==> config.mk <==
export PLATFORM = sky130hd
export DESIGN_NAME = replay_guard_leap_persist
export DESIGN_NICKNAME = d
export VERILOG_FILES = /design/src/hw/rtl/rglp_pkg.sv /design/src/hw/rtl/rglp_cfg_regs.sv /design/src/hw/rtl/rglp_slot_bank.sv /design/src/hw/rtl/replay_guard_leap_persist.sv
export SDC_FILE = /design/constraint.sdc
export NUM_CORES = 1
export LEC_CHECK = 0
export ABC_AREA = 1
export BUFFER_PORTS_ARGS = -buffer_cell sky130_fd_sc_hd__buf_2
export CAP_MARGIN = 25
export CORE_MARGIN = 5
export CORE_UTILIZATION = 40
export CTS_BUF_LIST = sky130_fd_sc_hd__clkbuf_16
export DETAILED_ROUTE_END_ITERATION = 12
export MAX_ROUTING_LAYER = met4
export PLACE_DENSITY_LB_ADDON = 0.25
export RECOVER_POWER = 50
export SKIP_LAST_GASP = 1
export SYNTH_ARGS = -nofsm -noshare
export SYNTH_HDL_FRONTEND = slang
export SYNTH_SLANG_ARGS = --single-unit
==> constraint.sdc <==
create_clock -name clk -period 4.1 [get_ports clk]
set_input_delay 0.82 -clock clk [delete_from_list [all_inputs] [get_ports clk]]
set_output_delay 0.82 -clock clk [all_outputs]
set_load 0.005 [all_outputs]
==> src/hw/rtl/rglp_pkg.sv <==
// Package for the replay guard with wear-leveled slot persistence.
// Holds the slot geometry, the transaction payload types and the register map.
// Used by every module under hw/rtl; depends on nothing.
package rglp_pkg;

  // Slot ring geometry.
  localparam int SLOT_COUNT = 8;
  localparam int SLOT_IDX_W = (SLOT_COUNT > 1) ? $clog2(SLOT_COUNT) : 1;
  localparam int SEQ_W      = 32;
  localparam int SLOT_FLD_W = 3;

  typedef logic [SLOT_IDX_W-1:0] slot_idx_t;
  typedef logic [SEQ_W-1:0]      seq_t;

  localparam slot_idx_t SLOT_LAST = slot_idx_t'(SLOT_COUNT - 1);

  // Input transaction opcodes.
  localparam logic OP_CHECK   = 1'b0;
  localparam logic OP_RESTART = 1'b1;

  // Configuration port: one 32-bit register, byte addressed, word aligned.
  localparam int CFG_ADDR_W  = 3;
  localparam int CFG_DATA_W  = 32;
  localparam int CFG_IDX_W   = CFG_ADDR_W - 2;
  localparam logic [CFG_IDX_W-1:0] REG_LEAP_AMOUNT = '0;
  localparam seq_t LEAP_RESET = seq_t'(1024);

  typedef struct packed {
    logic opcode;
    seq_t received_seq;
  } in_item_t;

  typedef struct packed {
    logic                  accepted;
    seq_t                  expected_seq;
    seq_t                  persisted_seq;
    logic                  slot_written;
    logic [SLOT_FLD_W-1:0] written_slot;
  } out_item_t;

  // Slot write port between the sequencer and the slot bank.
  typedef struct packed {
    logic      en;
    slot_idx_t addr;
    seq_t      data;
  } slot_wr_t;

  // Low bits of a slot index as carried in the result field.
  function automatic logic [SLOT_FLD_W-1:0] slot_field(input slot_idx_t idx);
    logic [SLOT_IDX_W+SLOT_FLD_W-1:0] ext;
    ext = (SLOT_IDX_W + SLOT_FLD_W)'(idx);
    return ext[SLOT_FLD_W-1:0];
  endfunction

endpackage

==> src/hw/rtl/rglp_cfg_regs.sv <==
// APB-style configuration register block of the replay guard.
// Holds the leap amount; depends on rglp_pkg.
module rglp_cfg_regs (
  input  logic                           clk,
  input  logic                           rst_n,
  input  logic                           psel,
  input  logic                           penable,
  input  logic                           pwrite,
  input  logic [rglp_pkg::CFG_ADDR_W-1:0] paddr,
  input  logic [rglp_pkg::CFG_DATA_W-1:0] pwdata,
  output logic [rglp_pkg::CFG_DATA_W-1:0] prdata,
  output logic                           pready,
  output rglp_pkg::seq_t                 leap_amount
);
  import rglp_pkg::*;

  logic [CFG_IDX_W-1:0] reg_idx;
  logic                 wr_hit;
  seq_t                 leap_r;
  seq_t                 leap_nxt;

  assign reg_idx = paddr[CFG_ADDR_W-1:2];
  assign pready  = 1'b1;

  // A write transaction lands in the access phase.
  assign wr_hit   = psel && penable && pwrite && (reg_idx == REG_LEAP_AMOUNT);
  assign leap_nxt = wr_hit ? seq_t'(pwdata) : leap_r;

  always_ff @(posedge clk) begin
    if (!rst_n) begin
      leap_r <= LEAP_RESET;
    end else begin
      leap_r <= leap_nxt;
    end
  end

  // Read back; unmapped addresses read as zero.
  always_comb begin
    prdata = '0;
    if (reg_idx == REG_LEAP_AMOUNT) begin
      prdata = CFG_DATA_W'(leap_r);
    end
  end

  assign leap_amount = leap_r;

endmodule

==> src/hw/rtl/rglp_slot_bank.sv <==
// Non-volatile slot ring of the replay guard, modeled as a register bank.
// One write port and one scan read port; depends on rglp_pkg.
module rglp_slot_bank (
  input  logic               clk,
  input  logic               rst_n,
  input  rglp_pkg::slot_wr_t wr,
  input  rglp_pkg::slot_idx_t rd_addr,
  output rglp_pkg::seq_t     rd_data
);
  import rglp_pkg::*;

  seq_t slot_r [SLOT_COUNT];

  // Slots are cleared at reset and written one at a time.
  always_ff @(posedge clk) begin
    if (!rst_n) begin
      for (int k = 0; k < SLOT_COUNT; k++) begin
        slot_r[k] <= '0;
      end
    end else if (wr.en) begin
      slot_r[wr.addr] <= wr.data;
    end
  end

  // The scan reads one slot per cycle.
  assign rd_data = slot_r[rd_addr];

endmodule

==> src/hw/rtl/replay_guard_leap_persist.sv <==
// Replay guard top level: sequencer around one shared 32-bit comparator.
// Depends on rglp_pkg, rglp_cfg_regs and rglp_slot_bank.
//
// Each transaction is handled on its own; in_ready is high only while the block is idle.
// A rejected check goes from the check step straight to the result, and an accepted check
// that does not persist goes through the check and guard steps. A restart walks the slot
// ring one slot per cycle through the single comparator. A persisting check adds the check,
// guard and slot write steps to the walk. The result waits in the output registers until
// it is taken, and the next transaction is accepted from the idle state after that. Slots
// are cleared by reset directly, so no clearing pass is needed. The user must write
// leap_amount through the APB-style port only while the block is idle; the block itself
// does not enforce this.
module replay_guard_leap_persist (
  input  logic                           clk,
  input  logic                           rst_n,
  input  logic                           in_valid,
  output logic                           in_ready,
  input  rglp_pkg::in_item_t             in_data,
  output logic                           out_valid,
  input  logic                           out_ready,
  output rglp_pkg::out_item_t            out_data,
  input  logic                           psel,
  input  logic                           penable,
  input  logic                           pwrite,
  input  logic [rglp_pkg::CFG_ADDR_W-1:0] paddr,
  input  logic [rglp_pkg::CFG_DATA_W-1:0] pwdata,
  output logic [rglp_pkg::CFG_DATA_W-1:0] prdata,
  output logic                           pready
);
  import rglp_pkg::*;

  typedef enum logic [5:0] {
    ST_IDLE  = 6'b000001,
    ST_CHECK = 6'b000010,
    ST_GUARD = 6'b000100,
    ST_SCAN  = 6'b001000,
    ST_WRITE = 6'b010000,
    ST_DONE  = 6'b100000
  } state_t;

  state_t    state_r, state_nxt;
  logic      op_r, op_nxt;
  seq_t      seq_r, seq_nxt;
  seq_t      exp_r, exp_nxt;
  seq_t      pers_r, pers_nxt;
  seq_t      max_r, max_nxt;
  slot_idx_t at_r, at_nxt;
  slot_idx_t idx_r, idx_nxt;
  logic      acc_r, acc_nxt;
  logic      wrote_r, wrote_nxt;
  logic [SLOT_FLD_W-1:0] where_r, where_nxt;

  seq_t      leap_amount;
  seq_t      slot_rd;
  seq_t      leap_val;
  slot_idx_t after_max;
  slot_wr_t  slot_wr;
  seq_t      cmp_a, cmp_b;
  logic      cmp_gt;

  rglp_cfg_regs u_cfg (
    .clk         (clk),
    .rst_n       (rst_n),
    .psel        (psel),
    .penable     (penable),
    .pwrite      (pwrite),
    .paddr       (paddr),
    .pwdata      (pwdata),
    .prdata      (prdata),
    .pready      (pready),
    .leap_amount (leap_amount)
  );

  rglp_slot_bank u_slots (
    .clk     (clk),
    .rst_n   (rst_n),
    .wr      (slot_wr),
    .rd_addr (idx_r),
    .rd_data (slot_rd)
  );

  // Shared comparator; the operands follow the sequencer step.
  always_comb begin
    cmp_a = '0;
    cmp_b = '0;
    case (state_r)
      ST_CHECK: begin
        cmp_a = exp_r;
        cmp_b = seq_r;
      end
      ST_GUARD: begin
        cmp_a = pers_r;
        cmp_b = exp_r;
      end
      ST_SCAN: begin
        cmp_a = slot_rd;
        cmp_b = max_r;
      end
      ST_WRITE: begin
        cmp_a = leap_val;
        cmp_b = max_r;
      end
      default: begin
        cmp_a = '0;
        cmp_b = '0;
      end
    endcase
  end

  assign cmp_gt = cmp_a > cmp_b;

  // New persisted candidate and the slot that follows the first highest one.
  assign leap_val  = exp_r + leap_amount;
  assign after_max = (at_r == SLOT_LAST) ? '0 : slot_idx_t'(at_r + 1'b1);

  always_comb begin
    slot_wr.en   = (state_r == ST_WRITE);
    slot_wr.addr = after_max;
    slot_wr.data = leap_val;
  end

  // Sequencer.
  always_comb begin
    state_nxt = state_r;
    op_nxt    = op_r;
    seq_nxt   = seq_r;
    exp_nxt   = exp_r;
    pers_nxt  = pers_r;
    max_nxt   = max_r;
    at_nxt    = at_r;
    idx_nxt   = idx_r;
    acc_nxt   = acc_r;
    wrote_nxt = wrote_r;
    where_nxt = where_r;
    case (state_r)
      ST_IDLE: begin
        if (in_valid) begin
          op_nxt    = in_data.opcode;
          seq_nxt   = in_data.received_seq;
          acc_nxt   = 1'b0;
          wrote_nxt = 1'b0;
          where_nxt = '0;
          max_nxt   = '0;
          at_nxt    = '0;
          idx_nxt   = '0;
          state_nxt = (in_data.opcode == OP_RESTART) ? ST_SCAN : ST_CHECK;
        end
      end
      ST_CHECK: begin
        // Not below the expected value means no replay.
        if (!cmp_gt) begin
          acc_nxt   = 1'b1;
          state_nxt = ST_GUARD;
        end else begin
          state_nxt = ST_DONE;
        end
      end
      ST_GUARD: begin
        // Persist only once the expected value has caught up.
        if (!cmp_gt) begin
          state_nxt = ST_SCAN;
        end else begin
          exp_nxt   = seq_r;
          state_nxt = ST_DONE;
        end
      end
      ST_SCAN: begin
        // Track the first highest slot, one slot per cycle.
        if (cmp_gt) begin
          max_nxt = slot_rd;
          at_nxt  = idx_r;
        end
        if (idx_r == SLOT_LAST) begin
          if (op_r == OP_RESTART) begin
            pers_nxt  = cmp_gt ? slot_rd : max_r;
            exp_nxt   = cmp_gt ? slot_rd : max_r;
            state_nxt = ST_DONE;
          end else begin
            state_nxt = ST_WRITE;
          end
        end else begin
          idx_nxt = slot_idx_t'(idx_r + 1'b1);
        end
      end
      ST_WRITE: begin
        // The highest slot is untouched, so the new maximum is one compare away.
        pers_nxt  = cmp_gt ? leap_val : max_r;
        exp_nxt   = seq_r;
        wrote_nxt = 1'b1;
        where_nxt = slot_field(after_max);
        state_nxt = ST_DONE;
      end
      ST_DONE: begin
        if (out_ready) begin
          state_nxt = ST_IDLE;
        end
      end
      default: begin
        state_nxt = ST_IDLE;
      end
    endcase
  end

  // Control and architectural state.
  always_ff @(posedge clk) begin
    if (!rst_n) begin
      state_r <= ST_IDLE;
      exp_r   <= '0;
      pers_r  <= '0;
      idx_r   <= '0;
    end else begin
      state_r <= state_nxt;
      exp_r   <= exp_nxt;
      pers_r  <= pers_nxt;
      idx_r   <= idx_nxt;
    end
  end

  // Working and result registers.
  always_ff @(posedge clk) begin
    op_r    <= op_nxt;
    seq_r   <= seq_nxt;
    max_r   <= max_nxt;
    at_r    <= at_nxt;
    acc_r   <= acc_nxt;
    wrote_r <= wrote_nxt;
    where_r <= where_nxt;
  end

  // Result transaction straight from registers.
  assign in_ready  = (state_r == ST_IDLE);
  assign out_valid = (state_r == ST_DONE);

  always_comb begin
    out_data.accepted      = acc_r;
    out_data.expected_seq  = exp_r;
    out_data.persisted_seq = pers_r;
    out_data.slot_written  = wrote_r;
    out_data.written_slot  = where_r;
  end

`ifndef SYNTH
  // A slot is only written for an accepted number.
  a_write_needs_accept: assert property (@(posedge clk) disable iff (!rst_n)
    out_valid && out_data.slot_written |-> out_data.accepted)
    else $error("slot written for a rejected transaction");

  // With no slot written the slot index reads zero.
  a_where_zero: assert property (@(posedge clk) disable iff (!rst_n)
    out_valid && !out_data.slot_written |-> out_data.written_slot == '0)
    else $error("written_slot nonzero without a write");

  // A restart leaves expected and persisted values equal.
  a_restart_equal: assert property (@(posedge clk) disable iff (!rst_n)
    out_valid && op_r == OP_RESTART |-> out_data.expected_seq == out_data.persisted_seq)
    else $error("restart result with expected and persisted apart");

  // An accepted number becomes the expected value.
  a_accept_takes_seq: assert property (@(posedge clk) disable iff (!rst_n)
    out_valid && out_data.accepted |-> out_data.expected_seq == seq_r)
    else $error("accepted number not taken as expected value");

  // The slot bank is only written on the way to a result.
  a_write_then_done: assert property (@(posedge clk) disable iff (!rst_n)
    slot_wr.en |=> out_valid && out_data.slot_written)
    else $error("slot write without a written result");
`endif

endmodule

==> metrics.cfg, run 1 <==
[synthesis]
synth_fp_nets = 2959
ys.flop_type = edfxtp_1
ys_seq_area_frac = 0.5234
synthCells = 2816
synth.distinct_cells = 47
yosys_warnings = 0
ys_seq_elements = 437
mappedNetlistArea_sq_um = 23000
synthArstFlopShare = 0
synth_edf_count = 329
avgSynthCellArea_sq_um = 8.169

[placement]
numPlacedInstances = 3918
port_buffers = 175
dp_slack_ps = -319.3
place_congestion = 0.9572
dp_hpwl_mm = 55.21

[route]
dr.first_iter.drc_count = 1968
ant_nets = 0
num_vias = 21659
dr.pass1.iters = 5
top_layer = met4
finalWirelength_mm = 80.30
wl_met3_mm = 5.696
wire_per_inst_um = 19.91
wl_met2_mm = 38.39
wl_met1_mm = 34.19
drc = 0
viasPerCell = 5.369

[outcome]
status = completed

[worst_hold_path]
hp-class = in -> reg

[timing]
drv_slew = 0
rsz0062_at_grt = yes
max_freq_mhz = 246.2
hold_viol = 0
slew_headroom = 0.3807
fin_skew_ps = 19.73
timing.hold.ws_ps = 399.6
finalSetupViolations = 0
fin_ws_ps = 38.35
tightestPinTransition_ps = 920.4
final.period_utilization = 0.9906
finalCriticalPeriod_ps = 4062
fin_setup_tns_ps = 0

[setup_path]
worst_ep_arrival_time_ps = 4550
cp_common_cell = nand2_4
cp-start-kind = register
end_kind = register
crit_start = u_cfg.leap_amount[0]$_SDFFE_PN0P_
endpoint = exp_r[11]$_SDFFE_PN0P_
crit_slowest_cell = fa_2
reg2reg_to = exp_r[11]$_SDFFE_PN0P_
crit_type = reg -> reg
ff2ff_setup_slack_ps = 40
worst_r2r_path_depth = 29
crit_required_ps = 4590
rr_startpoint = u_cfg.leap_amount[0]$_SDFFE_PN0P_
max_stage_delay_ps = 380
cp_max_fo = 7

[job]
maxCapViolations = 0

[global_routing]
grt_pass1_vias = 20693
gr-total-overflow = 0
grt_util_all_layers = 0.2480
grt_pass1_wl_mm = 119.8
grt_max_degree = 66
grt_antenna_before_repair = 0

[clock_tree]
clk_pin_slew_ps = 60
clk_path_buf_depth = 3
holdBufCountCts = 0
cts_buffers = 46
cts_max_level = 2
root_buffer = clkbuf_16
cts_tree = yes
clock-sinks = 437
clkLatencyLatePin_ps = 600

[die]
ios = 179
die_height_um = 249.8
coreArea_sq_um = 57370
initial_core_util = 0.4010
die_w_um = 249.8
rows = 88
dieArea_sq_um = 62410

[power_and_ir_drop]
peakVddDrop_mv = 0.3978
leakage_nw = 12.63
p_per_area_nw_per_um2 = 474.0

[cells_and_area]
drive_above_1_share = 0.2698
final_cell_mix = nor2_1, nand2_1, edfxtp_1
final_common_cell = nor2_1
antenna_cells = 0
nNetsFinal = 3375
syn_to_final_growth_pct = 30.45
stdcell_count = 4034

-- per-layer routing --
layer,vias up,GRT usage
met5,-,-
met1,10434,0.3357
met4,0,0.05848
li1,10265,-
met2,831,0.4026
met3,129,0.03012
-- worst max-delay path: cells and delay by family (launching register included) --
kind                       cells  cell delay [ps]
buffers and inverters          6              900
adders and majority gates      3              850
AOI/OAI and AO/OA              3              440
DFF                            1              360
and+or+nand+nor               17             1390
-- how the worst min path moves through the flow --
stage / cells past startpoint / start / endpoint / slack, ps
floorplan: 2 / u_cfg.leap_amount[0]$_SDFFE_PN0P_ / u_cfg.leap_amount[0]$_SDFFE_PN0P_ / 450
global placement: 2 / u_cfg.leap_amount[26]$_SDFFE_PN0P_ / u_cfg.leap_amount[26]$_SDFFE_PN0P_ / 460
detailed placement: 2 / u_cfg.leap_amount[27]$_SDFFE_PN0P_ / u_cfg.leap_amount[27]$_SDFFE_PN0P_ / 480
CTS: 1 / in_data[15] / seq_r[15]$_DFFE_PP_ / 370
global route: 1 / in_data[15] / seq_r[15]$_DFFE_PP_ / 380
finish: 1 / in_data[15] / seq_r[15]$_DFFE_PP_ / 400
-- metrics by stage --
| step | power, mW | utilization | instance area, sq um |
|---|---|---|---|
| after floorplan | 7.343 | - | 23000 |
| after global placement | 9.234 | 0.4672 | 26800 |
| after detailed placement | 9.289 | 0.4672 | 26800 |
| after CTS | 13.55 | 0.5002 | 28700 |
| after global routing | 14.81 | 0.5231 | 30010 |
| final | 14.22 | 0.5231 | 30010 |
-- cells in the mapped netlist, drive strengths merged (15+ instances only) --
master / number / area share
a31oi: 16 / 0.0044
a22o: 24 / 0.0091
nand3: 108 / 0.023
nor2: 659 / 0.11
a221oi: 16 / 0.0061
a21oi: 146 / 0.032
nand2: 576 / 0.094
o22ai: 42 / 0.011
inv: 206 / 0.034
clkbuf: 124 / 0.020
dfxtp: 108 / 0.094
o2111ai: 20 / 0.0076
buf: 35 / 0.0085
ha: 67 / 0.036
o21ai: 239 / 0.052
edfxtp: 329 / 0.43
nor3: 29 / 0.0063
nand4: 15 / 0.0046
-- kinds of logic (layout without fill, tap and decap cells) --
| kind of cell | after synthesis | after routing | synth area share |
|---|---|---|---|
| and+or+nand+nor | 1402 | 1402 | 0.2418 |
| AOI/OAI and AO/OA | 517 | 517 | 0.1276 |
| DFF | 437 | 437 | 0.5234 |
| buffers and inverters | 377 | 830 | 0.06434 |
| adders and majority gates | 68 | 68 | 0.03731 |
| xor gates and xnor gates | 14 | 14 | 0.005330 |
| other | 1 | 1 | 0.0001630 |
-- area by class of cell --
type | instances | area [sq um]
fill | 5353 | 27360
sequential | 437 | 12100
multi-input combinational | 2002 | 10720
timing repair buffer | 527 | 3920
clock buffer | 46 | 1151
tap | 765 | 957.2
inverter | 218 | 823.3
clock inverter | 39 | 331.6
-- flip-flops by register name (all words and copies together), names as in the netlist, named ones only --
name / flops
seq_r: 32
max_r: 32
at_r: 3
acc_r: 1
wrote_r: 1
u_slots.slot_r: 256
state_r: 6
u_cfg.leap_amount: 32
where_r: 3
pers_r: 32
op_r: 1
idx_r: 3
exp_r: 32
-- what timing repair did --
| action | CTS | global route |
|---|---|---|
| setup endpoints to repair | 102 | 98 |
| cloned | 1 | 10 |
| resized for setup | 81 | 280 |
| pin swaps | 16 | 120 |
| buffers inserted | 5 | 16 |
-- power by group --
part	switching, mW	internal (mW)	total, mW
sequential	0.181	5.04	5.22
clock	1.79	2.37	4.16
combinational	2.89	1.95	4.84
No activity file was read; power rests on OpenSTA's default activity.
==> run 2: changes to the inputs <==
Settings changed: CORE_UTILIZATION 40 to 51.
==> run 2 against run 1 <==
The flow now finishes with violations (negative setup slack). Largest power group unchanged. First-iteration DRC count grew 11%. Critical path depth shrank 4. Hold slack lost 8.6 ps. Critical endpoint is now exp_r[3]$_SDFFE_PN0P_. Design area shrank 4.0%. Setup slack lost 97 ps. Largest cell class unchanged. Critical path type unchanged.
==> metrics.cfg, run 2 (synthesized netlist as in run 1, its figures left out) <==
[route]
dr.first_iter.drc_count = 2187  ; was 1968
dr.pass1.iters = 6  ; was 5
ant_nets = 0  ; unchanged
finalWirelength_mm = 77.98  ; was 80.30 mm
viasPerCell = 5.742  ; was 5.369
wire_per_inst_um = 20.55  ; was 19.91 um
drc = 0  ; unchanged
num_vias = 21785  ; was 21659

[die]
coreArea_sq_um = 44410  ; was 57370 sq um
die_w_um = 222.4  ; was 249.8 um
die_height_um = 222.4  ; was 249.8 um
rows = 77  ; was 88
ios = 179  ; unchanged
initial_core_util = 0.5180  ; was 0.4010
dieArea_sq_um = 49460  ; was 62410 sq um

[timing]
final.period_utilization = 1.014  ; was 0.9906
max_freq_mhz = 240.5  ; was 246.2 MHz
finalCriticalPeriod_ps = 4158  ; was 4062 ps
rsz0062_at_grt = yes  ; unchanged
drv_slew = 0  ; unchanged
fin_skew_ps = 20.19  ; was 19.73 ps
hold_viol = 0  ; unchanged
tightestPinTransition_ps = 1071  ; was 920.4 ps
fin_ws_ps = -58.22  ; was 38.35 ps
slew_headroom = 0.2860  ; was 0.3807
fin_setup_tns_ps = -58.22  ; was 0 ps
finalSetupViolations = 1  ; was 0

[clock_tree]
cts_buffers = 45  ; was 46
cts_max_level = 2  ; unchanged
clk_path_buf_depth = 3  ; unchanged
root_buffer = clkbuf_16  ; unchanged
holdBufCountCts = 0  ; unchanged
clkLatencyLatePin_ps = 600  ; about the same
clk_pin_slew_ps = 70  ; was 60 ps
clock-sinks = 437  ; unchanged
cts_tree = yes  ; unchanged

[cells_and_area]
largest_reg_flops = 256  ; unchanged
drive_above_1_share = 0.2245  ; was 0.2698
fin_util = 0.6486  ; was 0.5231
final_common_cell = nor2_1  ; unchanged
nNetsFinal = 3309  ; was 3375
antenna_cells = 0  ; unchanged
syn_to_final_growth_pct = 25.23  ; was 30.45%
top_register = u_slots.slot_r  ; unchanged
final_cell_mix = nor2_1, nand2_1, edfxtp_1  ; unchanged

[setup_path]
cp-start-kind = register  ; unchanged
crit_type = reg -> reg  ; unchanged
critical-path-top-delay-family = simple AND/OR/NAND/NOR gates  ; unchanged
timing.critical_path.buf_inv = 4  ; was 6
cp_max_fo = 8  ; was 7
worst_ep_arrival_time_ps = 4680  ; was 4550 ps
crit_required_ps = 4630  ; was 4590 ps
crit_slowest_cell = fa_2  ; unchanged
cp_common_cell = nand2_2  ; was nand2_4
max_stage_delay_ps = 380  ; about the same
ff2ff_setup_slack_ps = -60  ; was 40 ps
end_kind = register  ; unchanged

[worst_hold_path]
hp-class = in -> reg  ; unchanged

[power_and_ir_drop]
leakage_nw = 12.20  ; was 12.63 nW
peakVddDrop_mv = 0.4018  ; was 0.3978 mV
p_per_area_nw_per_um2 = 480.8  ; was 474.0 nW/um^2

[outcome]
status = finished, violations left  ; was completed
violations = negative setup slack

[global_routing]
gr-total-overflow = 0  ; unchanged
grt_pass1_wl_mm = 115.4  ; was 119.8 mm
grt_pass1_vias = 20451  ; was 20693
grt_util_all_layers = 0.3024  ; was 0.2480
grt_antenna_before_repair = 0  ; unchanged
grt_max_degree = 98  ; was 66

[placement]
place_congestion = 0.9680  ; was 0.9572
port_buffers = 175  ; unchanged
dp_hpwl_mm = 52.44  ; was 55.21 mm

[job]
maxCapViolations = 0  ; unchanged

run 2: cell count changes in the layout (fill, tap and decap cells not counted), moves of 7 or more:
cell	previous run	this run
nand2_1	489	513
inv_1	206	213
dfxtp_2	31	17
dfxtp_1	71	89
nor2_1	620	627
nand3_1	94	102
a21oi_1	104	119
nand2_2	74	56
o21ai_2	8	1
a21oi_2	37	25
buf_4	315	252
nand3_2	10	3
run 2: report_power, final:
| group | internal, mW | switching, mW |
|---|---|---|
| Sequential | 5.04 | 0.175 |
| Clock | 2.20 | 1.78 |
| Combinational | 1.85 | 2.80 |
run 2: area by class of cell:
| type | instances | area (sq um) |
|---|---|---|
| repair buffers | 462 | 3432 |
| clock inverters | 38 | 277.8 |
| fillers | 3654 | 15610 |
| well taps | 592 | 740.7 |
| inverters | 218 | 832.0 |
| flip-flops and latches | 437 | 12070 |
| clock buffers | 45 | 1126 |
| multi-input cells | 2002 | 10330 |
run 2: per-layer routing:
layer,vias to the layer above,GRT usage,wire length (um)
li1,10133,-,-
met3,176,0.04474,7224
met2,1114,0.4704,36210
met5,-,-,0
met4,0,0.08874,2406
met1,10362,0.4169,32130
run 2: final timing paths:
path,to,cells after the start,from
worst min register to register,u_cfg.leap_amount[26]$_SDFFE_PN0P_,2,u_cfg.leap_amount[26]$_SDFFE_PN0P_
worst max-delay path,exp_r[3]$_SDFFE_PN0P_,25,u_cfg.leap_amount[0]$_SDFFE_PN0P_
worst max register to register,exp_r[3]$_SDFFE_PN0P_,25,u_cfg.leap_amount[0]$_SDFFE_PN0P_
worst min-delay path,seq_r[0]$_DFFE_PP_,1,in_data[0]
run 2: timing repair:
action	in CTS	in global routing
setup buffers	2	12
resized for setup	59	186
endpoints found under the hold margin	0	0
pin swaps	18	79
endpoints found under the setup margin	103	102
cloned	1	7
run 2: worst reg2reg max path, stage by stage (launching register included):
cell       delay (ps)
dfxtp_4           370
ha_4              170
fa_2              380
nand3_2           110
nand3_4           100
nand2_4            90
nand3_4            90
nand2_2            90
nand2_2            70
buf_4             140
xor2_1            230
o21ai_0           140
ha_1              330
nand4_1           200
a21oi_2           180
nor2_1             70
nand2_1           100
nand2_1            70
nand2_2           120
nand2_4            70
buf_8             130
a21oi_4           130
buf_12            190
clkbuf_16         190
o21ai_0           130
nor2_1            230
run 2: stage by stage:
stage,area [sq um],power [mW],setup WS (ps),instances,hold WS (ps)
3_3_place_gp,26210,9.148,-240.1,3690,471.7
5_1_grt,28810,14.37,-197.1,3794,385.9
6_report,28810,13.85,-58.22,3794,391.0
4_1_cts,27920,13.27,4.997,3776,376.0
3_5_place_dp,26210,9.214,-271.1,3690,466.9
2_1_floorplan,23000,7.343,196.3,2816,448.4
